`config.mk`:
```
export PLATFORM = sky130hd
export DESIGN_NAME = bmp24_pixel_stream_decoder
export DESIGN_NICKNAME = d
export VERILOG_FILES = /design/src/hw/rtl/bmpd_pkg.sv /design/src/hw/rtl/bmpd_parser.sv /design/src/hw/rtl/bmp24_pixel_stream_decoder.sv
export SDC_FILE = /design/constraint.sdc
export NUM_CORES = 1
export LEC_CHECK = 0
export BUFFER_PORTS_ARGS = -buffer_cell sky130_fd_sc_hd__buf_2
export CAP_MARGIN = 20
export CORE_UTILIZATION = 50
export DETAILED_ROUTE_END_ITERATION = 6
export HOLD_SLACK_MARGIN = 0.08
export PLACE_DENSITY = 0.78
export SLEW_MARGIN = 40
export SYNTH_ARGS = -nofsm -noshare
export SYNTH_HDL_FRONTEND = slang
export SYNTH_SLANG_ARGS = --single-unit
```
`constraint.sdc`:
```
create_clock -name clk -period 6.6 [get_ports clk]
set_input_delay 0 -clock clk [delete_from_list [all_inputs] [get_ports clk]]
set_output_delay 0 -clock clk [all_outputs]
set_load 0.1 [all_outputs]
```
`src/hw/rtl/bmpd_pkg.sv`:
```
// ----------------------------------------------------------------------------
// bmpd_pkg
// shared types and constants for the 24-bit bmp pixel stream decoder
// ----------------------------------------------------------------------------
package bmpd_pkg;

    localparam int unsigned MAX_WIDTH  = 4096;
    localparam int unsigned MAX_HEIGHT = 4096;
    localparam int unsigned DIM_W      = 13;

    localparam logic [31:0] HEADER_END = 32'd26;

    localparam logic [7:0] SIG_B = 8'h42;
    localparam logic [7:0] SIG_M = 8'h4D;

    localparam logic [7:0] ALPHA_OPAQUE = 8'hFF;
    localparam logic [7:0] ALPHA_CLEAR  = 8'h00;

    localparam logic [31:0] POS_SIG0        = 32'd0;
    localparam logic [31:0] POS_SIG1        = 32'd1;
    localparam logic [31:0] POS_OFS_FIRST   = 32'd10;
    localparam logic [31:0] POS_OFS_LAST    = 32'd13;
    localparam logic [31:0] POS_DIM_FIRST   = 32'd18;
    localparam logic [31:0] POS_WIDTH_LAST  = 32'd21;
    localparam logic [31:0] POS_HEIGHT_LAST = 32'd25;

    localparam logic [1:0] ST_OK      = 2'd0;
    localparam logic [1:0] ST_BAD_SIG = 2'd1;
    localparam logic [1:0] ST_RANGE   = 2'd2;

    localparam logic [2:0] CFG_RGBA_MODE  = 3'd0;
    localparam logic [2:0] CFG_KEY_ENABLE = 3'd1;
    localparam logic [2:0] CFG_KEY_RED    = 3'd2;
    localparam logic [2:0] CFG_KEY_GREEN  = 3'd3;
    localparam logic [2:0] CFG_KEY_BLUE   = 3'd4;

    localparam logic [1:0] CH_BLUE  = 2'd0;
    localparam logic [1:0] CH_GREEN = 2'd1;
    localparam logic [1:0] CH_RED   = 2'd2;

    typedef enum logic [4:0] {
        PH_HEADER = 5'b00001,
        PH_SKIP   = 5'b00010,
        PH_PIXEL  = 5'b00100,
        PH_PAD    = 5'b01000,
        PH_IDLE   = 5'b10000
    } phase_t;

    typedef struct packed {
        logic       rgba_mode;
        logic       key_enable;
        logic [7:0] key_red;
        logic [7:0] key_green;
        logic [7:0] key_blue;
    } key_cfg_t;

    typedef struct packed {
        logic       valid;
        logic [7:0] red;
        logic [7:0] green;
        logic [7:0] blue;
        logic [7:0] alpha;
        logic       last_pixel;
        logic [1:0] status;
    } pix_result_t;

endpackage

```
`src/hw/rtl/bmpd_parser.sv`:
```
// ----------------------------------------------------------------------------
// bmpd_parser
// header parse, offset skip, pixel assembly and row padding state
// ----------------------------------------------------------------------------
module bmpd_parser
    import bmpd_pkg::*;
#(
    parameter int unsigned MAX_WIDTH  = bmpd_pkg::MAX_WIDTH,
    parameter int unsigned MAX_HEIGHT = bmpd_pkg::MAX_HEIGHT
)
(
    input  logic              clk,
    input  logic              rst_n,
    input  logic              step,
    input  logic [7:0]        data_byte,
    input  logic              start_of_file,
    input  key_cfg_t          cfg,
    output pix_result_t       res
);

    phase_t             phase_reg,  phase_next,  cur_phase;
    logic [31:0]        pos_reg,    pos_next,    cur_pos;
    logic [31:0]        asm_reg,    asm_next,    cur_asm;
    logic [31:0]        start_reg,  start_next,  cur_start;
    logic [DIM_W-1:0]   width_reg,  width_next,  cur_width;
    logic [DIM_W-1:0]   height_reg, height_next, cur_height;
    logic [1:0]         chan_reg,   chan_next,   cur_chan;
    logic [7:0]         blue_reg,   blue_next,   cur_blue;
    logic [7:0]         green_reg,  green_next,  cur_green;
    logic [DIM_W-1:0]   col_reg,    col_next,    cur_col;
    logic [DIM_W-1:0]   row_reg,    row_next,    cur_row;
    logic [1:0]         pad_reg,    pad_next,    cur_pad;

    logic [1:0]         asm_k;
    logic [31:0]        asm_merged;
    logic               in_field;
    logic               last_col;
    logic               last_row;
    logic               key_hit;
    logic [1:0]         pad_dec;
    logic               skip_done;

    // a new file drops all parse state before the byte is taken
    assign cur_phase  = start_of_file ? PH_HEADER : phase_reg;
    assign cur_pos    = start_of_file ? '0 : pos_reg;
    assign cur_asm    = start_of_file ? '0 : asm_reg;
    assign cur_start  = start_of_file ? '0 : start_reg;
    assign cur_width  = start_of_file ? '0 : width_reg;
    assign cur_height = start_of_file ? '0 : height_reg;
    assign cur_chan   = start_of_file ? '0 : chan_reg;
    assign cur_blue   = start_of_file ? '0 : blue_reg;
    assign cur_green  = start_of_file ? '0 : green_reg;
    assign cur_col    = start_of_file ? '0 : col_reg;
    assign cur_row    = start_of_file ? '0 : row_reg;
    assign cur_pad    = start_of_file ? '0 : pad_reg;

    assign asm_k    = cur_pos[1:0] - 2'd2;
    assign in_field = ((cur_pos >= POS_OFS_FIRST) && (cur_pos <= POS_OFS_LAST)) ||
                      ((cur_pos >= POS_DIM_FIRST) && (cur_pos <= POS_HEIGHT_LAST));

    always_comb
    begin
        case (asm_k)
            2'd0:    asm_merged = {24'h000000, data_byte};
            default: asm_merged = cur_asm | ({24'h000000, data_byte} << {asm_k, 3'b000});
        endcase
    end

    assign last_col  = ({1'b0, cur_col} + 14'd1) >= {1'b0, cur_width};
    assign last_row  = ({1'b0, cur_row} + 14'd1) >= {1'b0, cur_height};
    assign key_hit   = cfg.rgba_mode && cfg.key_enable && (data_byte == cfg.key_red) &&
                       (cur_green == cfg.key_green) && (cur_blue == cfg.key_blue);
    assign pad_dec   = cur_pad - 2'd1;
    assign skip_done = ({1'b0, cur_pos} + 33'd1) >= {1'b0, cur_start};

    always_comb
    begin
        phase_next  = phase_reg;
        pos_next    = pos_reg;
        asm_next    = asm_reg;
        start_next  = start_reg;
        width_next  = width_reg;
        height_next = height_reg;
        chan_next   = chan_reg;
        blue_next   = blue_reg;
        green_next  = green_reg;
        col_next    = col_reg;
        row_next    = row_reg;
        pad_next    = pad_reg;
        res         = '0;

        if (step)
        begin
            phase_next  = cur_phase;
            pos_next    = cur_pos;
            asm_next    = cur_asm;
            start_next  = cur_start;
            width_next  = cur_width;
            height_next = cur_height;
            chan_next   = cur_chan;
            blue_next   = cur_blue;
            green_next  = cur_green;
            col_next    = cur_col;
            row_next    = cur_row;
            pad_next    = cur_pad;

            unique case (cur_phase)
                PH_HEADER:
                begin
                    if (((cur_pos == POS_SIG0) && (data_byte != SIG_B)) ||
                        ((cur_pos == POS_SIG1) && (data_byte != SIG_M)))
                    begin
                        res.valid  = 1'b1;
                        res.status = ST_BAD_SIG;
                        phase_next = PH_IDLE;
                    end
                    else
                    begin
                        pos_next = cur_pos + 32'd1;
                        if (in_field)
                        begin
                            asm_next = asm_merged;
                        end
                        if (cur_pos == POS_OFS_LAST)
                        begin
                            if (asm_merged < HEADER_END)
                            begin
                                res.valid  = 1'b1;
                                res.status = ST_RANGE;
                                phase_next = PH_IDLE;
                            end
                            else
                            begin
                                start_next = asm_merged;
                            end
                        end
                        else if (cur_pos == POS_WIDTH_LAST)
                        begin
                            if ((asm_merged == '0) || (asm_merged > 32'(MAX_WIDTH)))
                            begin
                                res.valid  = 1'b1;
                                res.status = ST_RANGE;
                                phase_next = PH_IDLE;
                            end
                            else
                            begin
                                width_next = asm_merged[DIM_W-1:0];
                            end
                        end
                        else if (cur_pos == POS_HEIGHT_LAST)
                        begin
                            if ((asm_merged == '0) || (asm_merged > 32'(MAX_HEIGHT)))
                            begin
                                res.valid  = 1'b1;
                                res.status = ST_RANGE;
                                phase_next = PH_IDLE;
                            end
                            else
                            begin
                                height_next = asm_merged[DIM_W-1:0];
                                if (cur_start == HEADER_END)
                                begin
                                    phase_next = PH_PIXEL;
                                    pos_next   = cur_pos;
                                end
                                else
                                begin
                                    phase_next = PH_SKIP;
                                end
                            end
                        end
                    end
                end
                PH_SKIP:
                begin
                    if (skip_done)
                    begin
                        phase_next = PH_PIXEL;
                    end
                    else
                    begin
                        pos_next = cur_pos + 32'd1;
                    end
                end
                PH_PIXEL:
                begin
                    case (cur_chan)
                        CH_BLUE:
                        begin
                            blue_next = data_byte;
                            chan_next = CH_GREEN;
                        end
                        CH_GREEN:
                        begin
                            green_next = data_byte;
                            chan_next  = CH_RED;
                        end
                        default:
                        begin
                            chan_next      = CH_BLUE;
                            res.valid      = 1'b1;
                            res.red        = data_byte;
                            res.green      = cur_green;
                            res.blue       = cur_blue;
                            res.alpha      = key_hit ? ALPHA_CLEAR : ALPHA_OPAQUE;
                            res.last_pixel = last_col && last_row;
                            res.status     = ST_OK;
                            if (last_col && last_row)
                            begin
                                phase_next = PH_IDLE;
                            end
                            else if (last_col)
                            begin
                                col_next = '0;
                                row_next = cur_row + DIM_W'(1);
                                // rows of 3*w bytes need w mod 4 bytes of fill
                                pad_next = cur_width[1:0];
                                if (cur_width[1:0] != 2'd0)
                                begin
                                    phase_next = PH_PAD;
                                end
                            end
                            else
                            begin
                                col_next = cur_col + DIM_W'(1);
                            end
                        end
                    endcase
                end
                PH_PAD:
                begin
                    pad_next = pad_dec;
                    if (pad_dec == 2'd0)
                    begin
                        phase_next = PH_PIXEL;
                    end
                end
                default:
                begin
                end
            endcase
        end
    end

    always_ff @(posedge clk or negedge rst_n)
    begin
        if (!rst_n)
        begin
            phase_reg  <= PH_HEADER;
            pos_reg    <= '0;
            asm_reg    <= '0;
            start_reg  <= '0;
            width_reg  <= '0;
            height_reg <= '0;
            chan_reg   <= '0;
            blue_reg   <= '0;
            green_reg  <= '0;
            col_reg    <= '0;
            row_reg    <= '0;
            pad_reg    <= '0;
        end
        else
        begin
            phase_reg  <= phase_next;
            pos_reg    <= pos_next;
            asm_reg    <= asm_next;
            start_reg  <= start_next;
            width_reg  <= width_next;
            height_reg <= height_next;
            chan_reg   <= chan_next;
            blue_reg   <= blue_next;
            green_reg  <= green_next;
            col_reg    <= col_next;
            row_reg    <= row_next;
            pad_reg    <= pad_next;
        end
    end

endmodule

```
`src/hw/rtl/bmp24_pixel_stream_decoder.sv`:
```
// ----------------------------------------------------------------------------
// bmp24_pixel_stream_decoder
// takes a 24-bit bmp file byte by byte and emits rgba pixels or an error
// ----------------------------------------------------------------------------
// each byte is registered at the input, its result in the result register
// throughput: one byte per cycle, set by the combinational parser step;
// input stalls only while a result waits and the input register is full
// reset: asynchronous, active low; clears config, parse state and both
// pipeline valid flags; the first byte after reset is taken as byte 0
// ----------------------------------------------------------------------------
module bmp24_pixel_stream_decoder
    import bmpd_pkg::*;
#(
    parameter int unsigned MAX_WIDTH  = bmpd_pkg::MAX_WIDTH,
    parameter int unsigned MAX_HEIGHT = bmpd_pkg::MAX_HEIGHT
)
(
    input  logic       clk,
    input  logic       rst_n,
    input  logic       cfg_we,
    input  logic [2:0] cfg_addr,
    input  logic [7:0] cfg_wdata,
    input  logic       in_valid,
    output logic       in_ready,
    input  logic [7:0] data_byte,
    input  logic       start_of_file,
    output logic       out_valid,
    input  logic       out_ready,
    output logic [7:0] red,
    output logic [7:0] green,
    output logic [7:0] blue,
    output logic [7:0] alpha,
    output logic       last_pixel,
    output logic [1:0] status
);

    key_cfg_t    cfg_reg;
    logic        in_valid_reg;
    logic [7:0]  byte_reg;
    logic        sof_reg;
    logic        out_valid_reg;
    pix_result_t out_reg;
    pix_result_t res;
    logic        advance;

    assign advance  = in_valid_reg && (!out_valid_reg || out_ready);
    assign in_ready = !in_valid_reg || advance;

    always_ff @(posedge clk or negedge rst_n)
    begin
        if (!rst_n)
        begin
            cfg_reg <= '0;
        end
        else if (cfg_we)
        begin
            unique case (cfg_addr)
                CFG_RGBA_MODE:  cfg_reg.rgba_mode  <= cfg_wdata[0];
                CFG_KEY_ENABLE: cfg_reg.key_enable <= cfg_wdata[0];
                CFG_KEY_RED:    cfg_reg.key_red    <= cfg_wdata;
                CFG_KEY_GREEN:  cfg_reg.key_green  <= cfg_wdata;
                CFG_KEY_BLUE:   cfg_reg.key_blue   <= cfg_wdata;
                default:
                begin
                end
            endcase
        end
    end

    // input register
    always_ff @(posedge clk or negedge rst_n)
    begin
        if (!rst_n)
        begin
            in_valid_reg <= 1'b0;
        end
        else if (in_valid && in_ready)
        begin
            in_valid_reg <= 1'b1;
        end
        else if (advance)
        begin
            in_valid_reg <= 1'b0;
        end
    end

    always_ff @(posedge clk)
    begin
        if (in_valid && in_ready)
        begin
            byte_reg <= data_byte;
            sof_reg  <= start_of_file;
        end
    end

    bmpd_parser #(
        .MAX_WIDTH     (MAX_WIDTH),
        .MAX_HEIGHT    (MAX_HEIGHT)
    ) u_parser (
        .clk           (clk),
        .rst_n         (rst_n),
        .step          (advance),
        .data_byte     (byte_reg),
        .start_of_file (sof_reg),
        .cfg           (cfg_reg),
        .res           (res)
    );

    // result register
    always_ff @(posedge clk or negedge rst_n)
    begin
        if (!rst_n)
        begin
            out_valid_reg <= 1'b0;
        end
        else if (advance)
        begin
            out_valid_reg <= res.valid;
        end
        else if (out_ready)
        begin
            out_valid_reg <= 1'b0;
        end
    end

    always_ff @(posedge clk)
    begin
        if (advance && res.valid)
        begin
            out_reg <= res;
        end
    end

    assign out_valid  = out_valid_reg;
    assign red        = out_reg.red;
    assign green      = out_reg.green;
    assign blue       = out_reg.blue;
    assign alpha      = out_reg.alpha;
    assign last_pixel = out_reg.last_pixel;
    assign status     = out_reg.status;

endmodule
```
## Word level (Yosys, flattened, before mapping)

Cells that the tools add are included.

| cells by class | value |
|---|---|
| $lt $le $gt $ge | 9 |
| reductions and logical operators | 35 |
| bitwise operators | 3 |
| eq/ne operators | 19 |
| add/subtract/negate cells | 8 |
| shift operators | 1 |
| mux-type cells | 94 |

Operators with widths:

| kind | count |
|---|---|
| 32-bit two-way mux | 18 |
| 13-bit two-way mux | 23 |
| 32-bit by 5-bit == test with 1-bit output (second input constant) | 3 |
| 36-bit two-way mux | 2 |
| 5-bit two-way mux | 14 |
| 32-bit logical NOT | 2 |
| 32-bit one-hot mux with 2 select lines | 1 |
| 8-bit two-way mux | 7 |
| 32-bit by 1-bit adder with 33-bit output (second input constant) | 1 |
| 33-bit by 32-bit greater-or-equal comparator with 1-bit output | 1 |
| 33-bit two-way mux | 1 |
| 32-bit by 1-bit adder with 32-bit output (second input constant) | 1 |
| 32-bit by 1-bit == test with 1-bit output (second input constant) | 1 |
| 32-bit by 4-bit == test with 1-bit output (second input constant) | 1 |
| 32-bit by 4-bit greater-or-equal comparator with 1-bit output (second input constant) | 1 |
| 32-bit by 5-bit greater-or-equal comparator with 1-bit output (second input constant) | 1 |
| 32-bit by 13-bit greater-than comparator with 1-bit output (second input constant) | 1 |
| 32-bit by 4-bit less-or-equal comparator with 1-bit output (second input constant) | 1 |
| 32-bit by 5-bit less-or-equal comparator with 1-bit output (second input constant) | 1 |
| 32-bit by 5-bit less-than comparator with 1-bit output (second input constant) | 1 |
| 32-bit OR | 1 |
| 8-bit by 5-bit << shifter with 32-bit output | 1 |
| 13-bit by 1-bit adder with 14-bit output (second input constant) | 2 |
| 14-bit by 13-bit greater-or-equal comparator with 1-bit output | 2 |
| 29 further kinds | 81 |

| storage, ports and cells | value |
|---|---|
| logic and storage cells | 196 |
| bits in registers | 245 |
| input port bits | 25 |

## Logic depth before layout (Yosys ltp)

Gate-level depths: netlist of run 1.

| depth | value |
|---|---|
| depth after elaboration | 15 |
| depth in mapped cells | 24 |

## Modules after synthesis

Synthesis of run 1 repeated with hierarchy kept, for this count alone.

| unflattened totals | value |
|---|---|
| cells, all modules | 1460 |
| area total of the unflattened synthesis | 14091.0 um^2 |

Modules (own cells, without submodules):

| module | area each (um^2) | times used | seq. area each (um^2) | cells an instance |
|---|---|---|---|---|
| bmpd_parser | 11612.4 | 1 | 4330.4 | 1347 |
| bmp24_pixel_stream_decoder | 2478.6 | 1 | 2021.9 | 113 |

## Worst setup path before layout of run 1

No wires, ideal clock.

| timing | value |
|---|---|
| path type | register to register |
| start | register sof_reg |
| end | register u_parser.row_reg[5] |
| stages on the path, launching flop included | 24 |
| data arrival time | 4820 ps |
| data required time | 6476 ps |
| path slack | 1656 ps |
| cell sequence | edfxtp_1 > buf_2 > buf_2 > buf_1 > clkbuf_1 > clkbuf_1 > buf_1 > nor2b_1 > ha_1 > nand3_1 > inv_1 > nand3_1 > nor2_1 > nand3_1 > or3_1 > a21oi_1 > ha_1 > nand3_1 > a211o_1 > o221a_2 > o211ai_1 > nor2_1 > and3_1 > a211o_1 |

| on the way | value |
|---|---|
| cells in the longest elaborated chain, start to end | 7 |

RTL lines:

| item | line | source |
|---|---|---|
| start: declaration | bmp24_pixel_stream_decoder.sv:40 | `logic sof_reg;` |
| start signal: assignment | bmp24_pixel_stream_decoder.sv:92 | `sof_reg <= start_of_file;` |
| 13-bit two-way mux (on tied branches) | bmpd_parser.sv:53, bmpd_parser.sv:54 |  |
| 13-bit by 1-bit adder with 14-bit output (on tied branches) | bmpd_parser.sv:69, bmpd_parser.sv:70 |  |
| 14-bit by 13-bit greater-or-equal comparator with 1-bit output (on tied branches) | bmpd_parser.sv:69, bmpd_parser.sv:70 |  |
| 13-bit two-way mux / 1-bit logical AND (equally long branches) | bmpd_parser.sv:212, bmpd_parser.sv:208 |  |
| 13-bit two-way mux | bmpd_parser.sv:208 | `if (last_col && last_row)` |
| 13-bit two-way mux | bmpd_parser.sv:187 | `case (cur_chan)` |
| 13-bit two-way mux * | bmpd_parser.sv:107 | `unique case (cur_phase)` |
| end signal: assignment | bmpd_parser.sv:274 | `row_reg <= row_next;` |
| end: declaration | bmpd_parser.sv:31 | `logic [DIM_W-1:0] row_reg, row_next, cur_row;` |

Every way passes the cells marked *; elsewhere a longest branch is shown, timed or not.
A chain may end at the register's enable or synchronous reset.

## Worst setup path in the final report of run 1

| timing | value |
|---|---|
| start | register u_parser.pos_reg[1] |
| end | register u_parser.pos_reg[20] |

| on the way | value |
|---|---|
| cells in the longest elaborated chain, start to end | 13 |

RTL lines:

| item | line | source |
|---|---|---|
| start: declaration | bmpd_parser.sv:22 | `logic [31:0] pos_reg, pos_next, cur_pos;` |
| start signal: assignment | bmpd_parser.sv:265 | `pos_reg <= pos_next;` |
| 32-bit two-way mux * | bmpd_parser.sv:45 | `assign cur_pos = start_of_file ? '0 : pos_reg;` |
| 2-bit subtractor | bmpd_parser.sv:57 | `assign asm_k = cur_pos[1:0] - 2'd2;` |
| 8-bit by 5-bit << shifter with 32-bit output | bmpd_parser.sv:65 | `default: asm_merged = cur_asm \| ({24'h000000, data_byte} << {asm_k, 3'b000});` |
| 32-bit OR | bmpd_parser.sv:65 |  |
| 32-bit two-way mux | bmpd_parser.sv:63 | `case (asm_k)` |
| 32-bit by 13-bit greater-than comparator with 1-bit output / 32-bit logical NOT (equally long branches) | bmpd_parser.sv:152 | `if ((asm_merged == '0) \|\| (asm_merged > 32'(MAX_HEIGHT)))` |
| 1-bit logical OR | bmpd_parser.sv:152 |  |
| 32-bit two-way mux | bmpd_parser.sv:152 |  |
| 32-bit two-way mux | bmpd_parser.sv:150 | `else if (cur_pos == POS_HEIGHT_LAST)` |
| 32-bit two-way mux | bmpd_parser.sv:137 | `else if (cur_pos == POS_WIDTH_LAST)` |
| 32-bit two-way mux | bmpd_parser.sv:124 | `if (cur_pos == POS_OFS_LAST)` |
| 32-bit two-way mux | bmpd_parser.sv:110 | `if (((cur_pos == POS_SIG0) && (data_byte != SIG_B)) \|\|` |
| 32-bit one-hot mux with 2 select lines * | bmpd_parser.sv:107 |  |

Marks and branches as above.

==> run metrics, run 1 <==
status=completed; Post-synth ARST share=84.5%; Clock Tree Root=clkbuf_16; Post-DP HPWL=24700 um; via count=11780; vias in the first global route=11237; Register Area=6140 um2; pwr dens=258 nW/um2; Num CTS Buffers=26; Final Slew Violations=0; Core Area=27100 um2; maximum vdd drop=0.287 mV; Gate Count Post-Synth=1440; critical path type=reg2reg; routability congestion estimate=0.922; crit path DAT=6020 ps; H-tree levels=1; largest net degree at the start of global routing=123; Worst slew margin=47.0%; clk sinks=238; CP Data Required Time=7070 ps; MaxCap Viol Count=0; first-pass GRT wire length=60400 um; placed cell areas=14300 um2; PortBufs=61; layout cells sized above 1=12.4%; Starting DRT DRC Count=1342; Final Util=57.5%; Initial Utilization=51.2%; mean post-synth cell area=9.63 um2; synth warn=0; drt wl/cell=20.1 um; Setup Skew=32.2 ps; vias per cell=6.31; Critical Path End Type=flop; final wirelength=37500 um; Initial DRT Pass Iterations=6; commonest non-fill, non-tap cells in the layout=dfrtp_1, nand2_1, nor2_1; crit share post-route=84.2%; Main synth FF type=dfrtp_1; total nets after synthesis=1526; number of setup violations in the final report=0; clock buffer depth=3; Rows=60; overall global routing resource usage=26.5%; Setup TNS Final=0 ps; Die Height=169 um; Worst path max stage delay=790 ps; post-route cell area=15600 um2; Clk Latency, worst-skew pair=560 ps; die area=28400 um2; post-route ant nets=0; fin crit period=5560 ps; multi-input logic area=7190 um2; Area growth, synth to finish=12.3%; NumNets Final=1560; fillcell total=2260; critical path peak fanout=49; min-delay worst type=in2async; Crit-path slowest cell=dfrtp_1; total leakage power=6.61 nW; Worst setup SP type=flop; register clock-pin slew on the reported worst setup and hold paths=60 ps; cell area after synthesis=13900 um2; drt drc=0; Boundary Pins=62; commonest non-fill, non-tap cell in the layout=dfrtp_1; RSZ-0062 raised after global routing=false; cells along the critical path=and4_1, nand3_2, nor4b_4, and3_1, and3_1, nand3_1, xor2_1, nor2_1, ha_1, a21oi_1, o21ai_0, nor2_1, a221oi_1, o211ai_1, a31o_2, nand3_4, mux2_2, o31ai_1; post-synth cell types=82; grt total ovfl=0; Antenna Cells=0; CTS resizes=0; Synth Register Bits=238; initial antenna violation count=0; sequential-to-total area share from yosys stat=44.3%; Die W=169 um; f_max=0.180 GHz; CTS tree=yes; final hold violations=0; number of flops mapped to enable cells by yosys=37; Least-Margin Pin Slew=787 ps
stage by stage:
step	setup WS [ps]	power [mW]	std cells	hold WS, ps
2_1_floorplan	1660	2.26	1440	-296
3_3_place_gp	1430	2.41	1789	176
3_5_place_dp	1230	2.44	1790	48.0
4_1_cts	1180	4.02	1866	83.3
5_1_grt	574	4.16	1866	87.8
6_report	1040	4.02	1866	32.5
routing by layer:
metal	track usage (%)	wire length, um	vias up
met5	0	0	-
met4	8.02	923	0
met3	3.79	2650	82
met2	42.8	17800	520
met1	37.1	16100	5787
li1	-	-	5391
cell families (layout without fill, tap and decap cells):
family,after synthesis,count (layout),share of synthesized area [%]
AND/OR/NAND/NOR,555,555,20.0
AO/OA/AOI/OAI,367,367,19.1
flip-flops,238,238,44.3
buffers and inverters,120,174,4.21
XOR/XNOR,63,63,3.98
adder cells (fa/ha/maj),61,61,5.50
multiplexers,36,36,2.90
synth_stat cells, types with 10 or more instances:
library cell  count  area (um2)
a31oi_1          10        62.6
o31ai_1          23         173
nand3_1          54         270
o2bb2ai_1        12         105
nor4_1           18         113
xor2_1           28         245
buf_1            10        37.5
nor2_1          113         424
o21ai_0          59         295
mux2_2           30         338
buf_2            19        95.1
ha_1             61         763
a22o_1           80         701
o211ai_1         14         105
nand2_1         184         691
a32o_1           15         150
nand4_1          26         163
nor2b_1          30         188
dfrtp_1         200        5000
buf_4            12        90.1
nand2b_1         19         119
inv_1            22        82.6
a21o_1           11        82.6
clkbuf_1         50         188
xnor2_1          35         307
nor3_1           18        90.1
edfxtp_1         37        1110
and3_1           35         219
a21oi_1          69         345
power by group:
| group | total (mW) | internal (mW) | switching, mW |
|---|---|---|---|
| combinational | 0.756 | 0.226 | 0.530 |
| clock | 1.57 | 0.927 | 0.642 |
| sequential | 1.70 | 1.59 | 0.108 |
| total | 4.02 | 2.74 | 1.28 |
worst paths after layout:
| path | slack (ps) | cells past startpoint | from | to |
|---|---|---|---|---|
| hold / removal | 30 | 2 | rst_n | u_parser.row_reg[5] |
| hold reg to reg | 490 | 1 | u_parser.height_reg[0] | u_parser.height_reg[0] |
| setup / recovery | 1040 | 18 | u_parser.pos_reg[1] | u_parser.pos_reg[20] |
| setup reg to reg | 1040 | 18 | u_parser.pos_reg[1] | u_parser.pos_reg[20] |
| min in group clk | 160 | 2 | start_of_file | sof_reg |
| max in group asynchronous | 5440 | 3 | rst_n | u_parser.start_reg[5] |
worst max-delay path: cells and delay by family, from the launching register on:
family / cells / cell delay [ps]
xor+xnor: 1 / 200
compound gates: 6 / 1280
fa+ha+maj: 1 / 320
flops: 1 / 790
simple gates: 9 / 2450
mux: 1 / 400
final cells by class:
cell class / instances / area share [%]
multi-input combinational: 1082 / 46.1
sequential: 238 / 39.4
clock buffer: 35 / 5.06
timing repair buffer: 104 / 4.86
tap: 372 / 2.99
clock inverter: 13 / 1.01
inverter: 22 / 0.530
timing repair:
item,in CTS,in global routing
hold buffers,28,0
buffers inserted,0,0
endpoints found under the hold margin,167,0
Note: power is estimated with default switching activity, not from simulation.
==> run 2, diff against run 1 <==
- clock period: 6.6 -> 5.3 ns (I/O delays scaled with it)
==> run 2 against run 1 <==
First-iteration DRC count up 1.9%. Maximum frequency up 13%. Clock power increased by 34%. Worst setup slack lost 640 ps. Combinational power rose by 28%. Via count grew 1.1%. Flip-flop and latch count did not move. Final area grew 0.89%. Largest cell class unchanged. Highest routed layer unchanged.
==> run metrics, run 2 (same netlist as run 1, synthesis figures left out) <==
die area=28400 um2 (unchanged); Final Slew Violations=0 (unchanged); Area growth, synth to finish=13.3%; Worst path max stage delay=530 ps (-260 ps); cells along the critical path=and4_1, nand3_2, nor4b_4, and3_1, and3_1, nand3_1, xor2_1, nor2_1, ha_1, a21oi_1, o21ai_0, nor3_1, o221ai_1, o211ai_1, a31o_2, nand3_4, buf_4, o211ai_1, o31ai_1; crit share post-route=92.5% (+8.3 points); Core Area=27100 um2 (unchanged); initial antenna violation count=0 (unchanged); Boundary Pins=62 (unchanged); grt total ovfl=0 (unchanged); Rows=60 (unchanged); final hold violations=0 (unchanged); Starting DRT DRC Count=1367 (+1.9%); Reg-to-Reg End=u_parser.pos_reg[19]; Post-CTS Setup Bufs=0 (unchanged); Clock Tree Root=clkbuf_16; Die Height=169 um (unchanged); f_max=0.204 GHz (+13%); NumNets Final=1575 (+0.96%); register clock-pin slew on the reported worst setup and hold paths=60 ps (about the same); Crit-path slowest cell=dfrtp_1; Clk Latency, worst-skew pair=560 ps (about the same); CTS tree=yes; FF-to-FF path depth=19 (+1); commonest non-fill, non-tap cells in the layout=dfrtp_1, nand2_1, nor2_1; vias per cell=6.33 (+0.27%); CP Data Required Time=5720 ps (-1350 ps); drt wl/cell=20.1 um (+0.15%); drt drc=0 (unchanged); clk sinks=238 (unchanged); first-pass GRT wire length=60500 um (+0.28%); maximum vdd drop=0.292 mV (+1.8%); RSZ-0062 raised after global routing=false; layout cells sized above 1=13.2% (+0.86 points); vias in the first global route=11436 (+1.8%); FF-to-FF Start=u_parser.pos_reg[3]; Least-Margin Pin Slew=755 ps (-31.2 ps); FF-to-FF setup slack=400 ps (-640 ps); overall global routing resource usage=26.6% (+0.14 points); final wirelength=37900 um (+1.0%); H-tree levels=1 (unchanged); Antenna Cells=0 (unchanged); clock buffer depth=3 (unchanged); post-route ant nets=0 (unchanged); Setup Skew=19.9 ps (-12.3 ps); status=completed; crit path DAT=5320 ps (-700 ps); Final Util=58.0% (+0.51 points); Num CTS Buffers=27 (+3.8%); Initial Utilization=51.2% (unchanged); MaxCap Viol Count=0 (unchanged); fin crit period=4900 ps (-657 ps); Initial DRT Pass Iterations=5 (-1); Worst setup SP type=flop; Worst slew margin=49.1% (+2.1 points); total leakage power=6.68 nW (+1.0%); Critical Path Sink=u_parser.pos_reg[19]; min-delay worst type=in2reg; Post-DP HPWL=24900 um (+0.91%); commonest non-fill, non-tap cell in the layout=dfrtp_1; Critical Path End Type=flop; Setup TNS Final=0 ps (unchanged); largest net degree at the start of global routing=94 (-24%); critical path peak fanout=20 (-59%); number of setup violations in the final report=0 (unchanged); PortBufs=61 (unchanged); critical path type=reg2reg; routability congestion estimate=0.892 (-3.3%); pwr dens=329 nW/um2 (+27%); Die W=169 um (unchanged); via count=11913 (+1.1%); Worst setup startpoint=u_parser.pos_reg[3]
## run 2: how the worst min path moves through the flow
stage / startpoint / endpoint / slack (ps) / cells after the start
5_1_grt: data_byte[7] / byte_reg[7] / 170 / 2
3_3_place_gp: rst_n / u_parser.col_reg[1] / 100 / 1
4_1_cts: data_byte[0] / byte_reg[0] / 140 / 2
2_1_floorplan: rst_n / cfg_reg[0] / -300 / 0
6_report: data_byte[4] / byte_reg[4] / 160 / 2
3_5_place_dp: rst_n / u_parser.col_reg[1] / 110 / 1
## run 2: worst max-delay path, delay by kind of cell (launching register included)
kind | cells | cell delay (ps)
buffers and inverters | 1 | 270
flip-flops | 1 | 530
AO/OA/AOI/OAI | 7 | 1260
adder cells (fa/ha/maj) | 1 | 320
AND/OR/NAND/NOR | 9 | 2190
XOR/XNOR | 1 | 210
## run 2: what timing repair did
action / CTS / global route
endpoints found under the hold margin: 130 / 0
hold buffers: 31 / 0
endpoints found under the setup margin: 0 / 7
resized for setup: 0 / 1
## run 2: layout make-up
cell class | instances | area, um2
well taps | 372 | 465
fillers | 2240 | 11400
repair buffers | 117 | 825
flip-flops and latches | 238 | 6140
clock inverters | 21 | 304
inverters | 22 | 82.6
multi-input cells | 1083 | 7190
clock buffers | 29 | 703
## run 2: through the flow
step	power [mW]	setup slack [ps]	cell area, um2	std cells	hold WS, ps
floorplan	2.81	356	13900	1440	-296
global placement	3.03	405	14400	1800	102
detailed placement	3.05	277	14400	1800	106
CTS	5.17	269	15700	1881	139
global route	5.34	42.1	15700	1882	166
finish	5.17	400	15700	1882	159
## run 2: report_power, final
group | internal (mW) | switching [mW] | total, mW | leakage (nW)
registers | 1.98 | 0.124 | 2.10 | 3.09
logic | 0.286 | 0.685 | 0.971 | 3.10
clock network | 1.27 | 0.827 | 2.10 | 0.477
total | 3.54 | 1.64 | 5.17 | 6.68
## run 2: per-layer routing
metal  track usage, %  vias up  share of wire, %
li1                 -     5431                 -
met1             36.9     5866                43
met2             42.6      523                46
met3             3.90       93               7.7
met4             9.80        0               3.2
met5                0        -                 0
==> run 3, diff against run 2 <==
- CORE_MARGIN: default -> 2
- CORE_UTILIZATION: 50 -> 52
- PLACE_DENSITY: 0.78 -> 0.8
==> run 3 against run 2 <==
The flow now finishes with violations (DRC). Clock power decreased by 3%. Routed wire length fell by 0.19%. Utilization is 1.9 points higher. Register-to-register slack better by 20 ps. Via count is 0.21% higher. Critical endpoint is now u_parser.pos_reg[7]. Largest cell class unchanged.
==> run metrics, run 3 (same netlist as run 1, synthesis figures left out) <==
H-tree levels=1 (unchanged); crit path DAT=5300 ps (-20 ps); Rows=59 (-1.7%); Die W=167 um (-0.73%); drt wl/cell=20.5 um (+1.7%); Final Slew Violations=0 (unchanged); layout cells sized above 1=13.0% (-0.22 points); MaxCap Viol Count=0 (unchanged); Post-CTS Setup Bufs=0 (unchanged); final hold violations=0 (unchanged); routability congestion estimate=0.919 (+3.1%); Setup Skew=14.9 ps (-4.94 ps); drt drc=1 (+1); min-delay worst type=in2reg; vias in the first global route=11639 (+1.8%); Critical Path End Type=flop; die area=28000 um2 (-1.5%); Starting DRT DRC Count=1717 (+26%); post-route cell area=15600 um2 (-0.49%); Num CTS Buffers=27 (unchanged); Clock Tree Root=clkbuf_16; f_max=0.205 GHz (+0.49%); total leakage power=6.70 nW (+0.40%); Post-DP HPWL=25500 um (+2.2%); crit share post-route=92.0% (-0.45 points); critical path peak fanout=21 (+5.0%); CTS tree=yes; via count=11938 (+0.21%); clock buffer depth=3 (unchanged); critical path type=reg2reg; NumNets Final=1577 (+0.13%); Setup TNS Final=0 ps (unchanged); Initial DRT Pass Iterations=7 (+2); Worst setup SP type=flop; Least-Margin Pin Slew=846 ps (+90.3 ps); commonest non-fill, non-tap cell in the layout=dfrtp_1; final wirelength=37800 um (-0.19%); Area growth, synth to finish=12.7%; maximum vdd drop=0.313 mV (+7.1%); number of setup violations in the final report=0 (unchanged); Initial Utilization=53.1% (+1.9 points); status=complete, but fails checks; grt total ovfl=0 (unchanged); fin crit period=4880 ps (-23.7 ps); RSZ-0062 raised after global routing=false; Die Height=167 um (-0.73%); Non-Filler Instances=1847 (-1.9%); Worst slew margin=43.6% (-5.5 points); pwr dens=326 nW/um2 (-0.94%); clk sinks=238 (unchanged); placed cell areas=14400 um2 (-0.10%); largest net degree at the start of global routing=77 (-18%); CP Data Required Time=5720 ps (about the same); overall global routing resource usage=27.0% (+0.38 points); Antenna Cells=0 (unchanged); vias per cell=6.46 (+2.1%); initial antenna violation count=0 (unchanged); PortBufs=61 (unchanged); post-route ant nets=0 (unchanged); cell count after placement=1768 (-1.8%); Boundary Pins=62 (unchanged); failing checks=DRC; first-pass GRT wire length=61600 um (+1.8%); register clock-pin slew on the reported worst setup and hold paths=60 ps (about the same); Core Area=26100 um2 (-3.6%); Clk Latency, worst-skew pair=550 ps (about the same); commonest non-fill, non-tap cells in the layout=dfrtp_1, nand2_1, nor2_1
## run 3: path summary, 6_finish.rpt
check                                startpoint                     end  slack (ps)  cells after the start
max reg2reg                 u_parser.pos_reg[3]     u_parser.pos_reg[7]         420                     19
max                         u_parser.pos_reg[3]     u_parser.pos_reg[7]         420                     19
min reg2reg                u_parser.asm_reg[30]    u_parser.asm_reg[30]         490                      1
min                                data_byte[3]             byte_reg[3]         160                      2
max in group asynchronous                 rst_n    u_parser.asm_reg[30]        3420                      4
min in group asynchronous                 rst_n  u_parser.start_reg[14]         560                      3
## run 3: final cells by class
type / instances / area (um2)
clock buffer: 40 / 816
sequential: 238 / 6140
multi-input combinational: 1082 / 7180
tap: 335 / 419
clock inverter: 10 / 165
timing repair buffer: 120 / 833
fill: 2129 / 10500
inverter: 22 / 82.6
## run 3: what timing repair did
| item | CTS | global route |
|---|---|---|
| endpoints found under the hold margin | 122 | 0 |
| hold buffers | 29 | 0 |
| endpoints found under the setup margin | 0 | 1 |
| resized for setup | 0 | 1 |
## run 3: per-stage QoR
stage | hold WS, ps | setup slack (ps) | util (%) | total power [mW]
after floorplan | -296 | 356 | - | 2.81
after global placement | 75.7 | 590 | 54.9 | 3.02
after detailed placement | 77.7 | 446 | 55.0 | 3.05
after CTS | 145 | 428 | 59.8 | 5.09
after global routing | 166 | 75.3 | 59.8 | 5.28
final | 156 | 423 | 59.8 | 5.10
## run 3: critical path, cell delays in order, from the launching register on
cell and delay [ps]:
dfrtp_2 470, and4_1 320, nand3_2 180, nor4b_4 430
and3_1 330, and3_1 270, nand3_1 110, xor2_1 230
nor2_1 70, ha_1 330, a21oi_1 130, o21ai_0 150
nor3_1 210, o221ai_1 140, o211ai_1 210, a31o_2 320
nand3_4 250, buf_4 310, o211ai_1 190, o31ai_1 90
## run 3: layer usage
layer	global-route usage [%]	vias to the layer above	part of all wire (%)
met5	0	-	0
met4	9.26	0	3.1
met3	3.66	96	7.8
met2	42.4	577	46
met1	38.8	5837	43
li1	-	5428	-
## run 3: power breakdown
| group | internal [mW] | total, mW | switching [mW] |
|---|---|---|---|
| registers | 1.98 | 2.10 | 0.124 |
| clock network | 1.26 | 2.03 | 0.773 |
| logic | 0.281 | 0.960 | 0.679 |
| total | 3.52 | 5.10 | 1.58 |
